$ cat src/rtl/qrm_pkg.sv
// Package for the quaternion to rotation matrix block: widths, latency, control word.
// Used by qrm_div_lane and quaternion_to_rotation_matrix_top.
package qrm_pkg;

  localparam int QW        = 16;          // input and output field width
  localparam int PW        = 32;          // product of two components
  localparam int SW        = 34;          // sums of four products, signed
  localparam int DW        = 34;          // divisor 2*n2, unsigned
  localparam int NW        = 50;          // dividend mag*2^15 + n2, unsigned
  localparam int QBITS     = 15;          // quotient bits, holds 0..16384
  localparam int ONE_Q14   = 16384;
  localparam int PRE_STAGES = 3;          // products, sums, dividend setup
  localparam int LAT_CTL   = PRE_STAGES + QBITS;  // stages before the output register

  typedef struct packed {
    logic valid;
    logic zero;
  } ctrl_t;

endpackage

$ cat src/rtl/qrm_div_lane.sv
// One lane of the pipelined restoring divider, one quotient bit per stage.
// Depends on qrm_pkg for widths.
module qrm_div_lane (
  input  logic                      clk,
  input  logic                      en,
  input  logic [qrm_pkg::NW-1:0]    num,
  input  logic [qrm_pkg::DW-1:0]    den,
  input  logic                      neg,
  output logic [qrm_pkg::QBITS-1:0] quo,
  output logic                      neg_out
);

  logic [qrm_pkg::NW-1:0]    rem_s [0:qrm_pkg::QBITS];
  logic [qrm_pkg::DW-1:0]    den_s [0:qrm_pkg::QBITS];
  logic [qrm_pkg::QBITS-1:0] quo_s [0:qrm_pkg::QBITS];
  logic                      neg_s [0:qrm_pkg::QBITS];

  assign rem_s[0] = num;
  assign den_s[0] = den;
  assign quo_s[0] = '0;
  assign neg_s[0] = neg;

  for (genvar i = 0; i < qrm_pkg::QBITS; i++) begin : g_stage
    logic [qrm_pkg::NW-1:0] dsh;
    logic                   ge;
    // stage i decides quotient bit QBITS-1-i
    assign dsh = qrm_pkg::NW'(den_s[i]) << (qrm_pkg::QBITS - 1 - i);
    assign ge  = rem_s[i] >= dsh;

    always_ff @(posedge clk) begin
      if (en) begin
        rem_s[i+1] <= ge ? rem_s[i] - dsh : rem_s[i];
        den_s[i+1] <= den_s[i];
        quo_s[i+1] <= quo_s[i] | (qrm_pkg::QBITS'(ge) << (qrm_pkg::QBITS - 1 - i));
        neg_s[i+1] <= neg_s[i];
      end
    end
  end

  assign quo     = quo_s[qrm_pkg::QBITS];
  assign neg_out = neg_s[qrm_pkg::QBITS];

endmodule

$ cat config.mk
export PLATFORM = sky130hd
export DESIGN_NAME = qrm_div_lane
export DESIGN_NICKNAME = d
export VERILOG_FILES = /design/src/rtl/qrm_pkg.sv /design/src/rtl/qrm_div_lane.sv
export SDC_FILE = /design/constraint.sdc
export NUM_CORES = 2
export LEC_CHECK = 0
export BUFFER_PORTS_ARGS = -buffer_cell sky130_fd_sc_hd__clkbuf_2
export CAP_MARGIN = 25
export CORE_MARGIN = 2
export CORE_UTILIZATION = 60
export DETAILED_ROUTE_END_ITERATION = 8
export PLACE_DENSITY = 0.84
export SYNTH_ARGS = -nofsm -noshare
export SYNTH_HDL_FRONTEND = slang
export SYNTH_SLANG_ARGS = --single-unit
$ cat constraint.sdc
create_clock -name clk -period 5.5 [get_ports clk]
set_clock_uncertainty 0.15 [all_clocks]
set_input_delay 1.1 -clock clk [delete_from_list [all_inputs] [get_ports clk]]
set_output_delay 1.1 -clock clk [all_outputs]
set_load 0.005 [all_outputs]
==> impl_metrics.toml <==
[drt]
wirelength_um = 166000
drc = 0
ant_nets = 0
firstDrtPassIters = 6
routed_via_density = 5.97
routedWlPerCell_um = 18.7
drt_iter0_markers = 3640
vias = 52900

[synth]
yosysSeqAreaShare_pct = 52.2
postSynthCellCount = 7013
synth_edf_count = 1311
yosysTopAreaCell = "edfxtp_1"
netlist_area_um2 = 75500
synth_area_leaders = "edfxtp_1 52%, ha_1 8.5%, a21oi_1 4.5%, xnor2_1 3.3%, inv_1 3.2%"
synth_top_area_share_pct = 52.2
synthFlopType = "edfxtp_1"
avgSynthCellArea_um2 = 10.8
ys_ff_latch = 1311
postSynth.asyncResetShare_pct = 0
synth_fp_nets = 7624
synth_cell_type_count = 84
yosysWarnings = 0

[pwr]
leakage_nw = 33.2
ir_drop_mv = 0.324
power_frac_comb_pct = 41.7
finalPower_mw = 43.8
p_int_mw = 27.9
power_density_nw_per_um2 = 530
sw_frac_of_total_pct = 36.3
clkPwrFrac_pct = 22.2
power_switching_mw = 15.9
power.share.sequential_pct = 36.1

[floorplanning]
die_area_um2 = 129000
start_util_pct = 60.2
die_h_um = 359
die_w_um = 359
core_um2 = 125000
row_count = 130
num_io_pins = 103

[clock_network]
clk_path_buf_depth = 3
htreeDepth = 4
cts_resized = 0
cts_tree = "done"
cts.clk_slew.worst_paths_ps = 60
post-cts-setup-buffer-count = 0
cts_hold_buf = 0
cts_sinks = 1311
clockRootBuffer = "clkbuf_16"
cts_buffers = 144
clk_latency_ps = 790

[global_route]
grt_pass1_vias = 53500
antenna_found_initial = 1
grt_max_degree = 161
grt_pass1_wl_um = 265000
overflow = 0
grt.total_usage_pct = 25.9

[sta]
fin_setup_tns_ps = 0
hold_violations = 0
slew_headroom_pct = 31.2
tightest_slew_ps = 1020
rsz0062_at_grt = "false"
fin_crit_sh_pct = 86.4
period_needed_ps = 4750
setup_viol = 0
final-max-slew-violation-count = 0
max_freq_mhz = 210

[place]
gp_congestion = 0.992
hpwlAfterDp_um = 125000
portBuffers = 102

[setup_path]
critical_path_class = "reg2reg"
cp.required_ps = 5890
reg2reg_depth = 14
crit_path_end_kind = "flop"
cp.arrival_ps = 5140
cp_max_fo = 52
start_kind = "flop"

[final_layout]
n_fill_cell = 9267
drive_gt1_share_pct = 7.24
layout_common_cells = "1311 x edfxtp_1, 679 x a21oi_1, 650 x inv_1, 510 x ha_1, 502 x nand2_1"
multi_input_area_um2 = 32800
syn_to_final_growth_pct = 9.61
final_nets = 7706
register_area_um2 = 39400
final_common_cell = "edfxtp_1"

[min_path]
hold_class = "reg2reg"
hold_path_depth = 0

[outcome]
status = "completed"

[run]
cap_viol_max_count = 0
## final timing paths
path	slack, ps	to	from
max	750	rem_s[513]$_DFFE_PP_	rem_s[560]$_DFFE_PP_
min reg2reg	260	neg_out$_DFFE_PP_	neg_s[1]$_DFFE_PP_
max reg2reg	750	rem_s[513]$_DFFE_PP_	rem_s[560]$_DFFE_PP_
min	260	neg_out$_DFFE_PP_	neg_s[1]$_DFFE_PP_
## logic make-up after synthesis
kind of cell | after synthesis | synth area share (%)
mux | 84 | 1.29
compound gates | 1954 | 16.0
buf+inv | 878 | 4.48
flops | 1311 | 52.2
xor+xnor | 536 | 6.22
simple gates | 1726 | 11.1
fa+ha+maj | 524 | 8.83
## cells in the mapped netlist (106+ instances only)
cell	n
a21o_1	285
nand3_1	108
xor2_1	249
edfxtp_1	1311
ha_1	510
a21oi_1	681
nand2_1	502
clkbuf_1	196
xnor2_1	287
o21ai_0	452
inv_1	650
nand4_1	106
nor2_1	467
## sequential cells by signal, indices dropped and copies added, names as in the netlist
signal and flops:
rem_s 700, quo_s 105, den_s 476, quo 15, neg_s 14, neg_out 1
## worst max-delay path, cell delays in order (launching register included)
cell and delay (ps):
edfxtp_1 430, inv_1 110, ha_1 180, inv_1 70, fa_1 430, a211oi_1 250
o21ai_0 270, a211oi_1 310, o31a_1 380, o31ai_1 130, buf_4 180, a21boi_0 740
o311ai_4 240, buf_12 240, mux2_2 320
## power groups by stage
stage	registers [mW]	logic (mW)	clock network (mW)
3_3_place_gp	15.9	17.5	0
6_report	15.8	18.3	9.71
4_1_cts	15.8	18.0	9.92
2_1_floorplan	15.5	13.8	0
3_5_place_dp	16.0	17.9	0
5_1_grt	16.1	20.2	10.3
## layer usage
metal | vias up | global-route usage (%) | share of wire, %
li1 | 25900 | - | -
met1 | 24700 | 25.5 | 36
met2 | 1663 | 50.3 | 54
met3 | 566 | 3.23 | 3.6
met4 | 0 | 17.3 | 6.9
met5 | - | 0 | 0
## metrics by stage
| step | cell area, µm² | worst slack [ps] | hold slack (ps) | cells | util, % |
|---|---|---|---|---|---|
| after floorplan | 75500 | 1050 | 250 | 7013 | - |
| after global placement | 77900 | 529 | 251 | 8599 | 62.2 |
| after detailed placement | 77900 | 528 | 255 | 8599 | 62.2 |
| after CTS | 82700 | 898 | 267 | 8860 | 66.0 |
| after global routing | 82700 | 627 | 273 | 8860 | 66.0 |
| final | 82700 | 747 | 257 | 8861 | 66.0 |
## layout make-up
| type | instances | share of cell area, % |
|---|---|---|
| Timing Repair Buffer | 164 | 1.46 |
| Inverter | 650 | 2.95 |
| Antenna cell | 1 | 0.00303 |
| Multi-Input combinational cell | 4824 | 39.7 |
| Sequential cell | 1311 | 47.6 |
| Clock inverter | 88 | 1.30 |
| Tap cell | 1650 | 2.50 |
| Clock buffer | 173 | 4.51 |
Note: power is estimated with default switching activity, not from simulation.
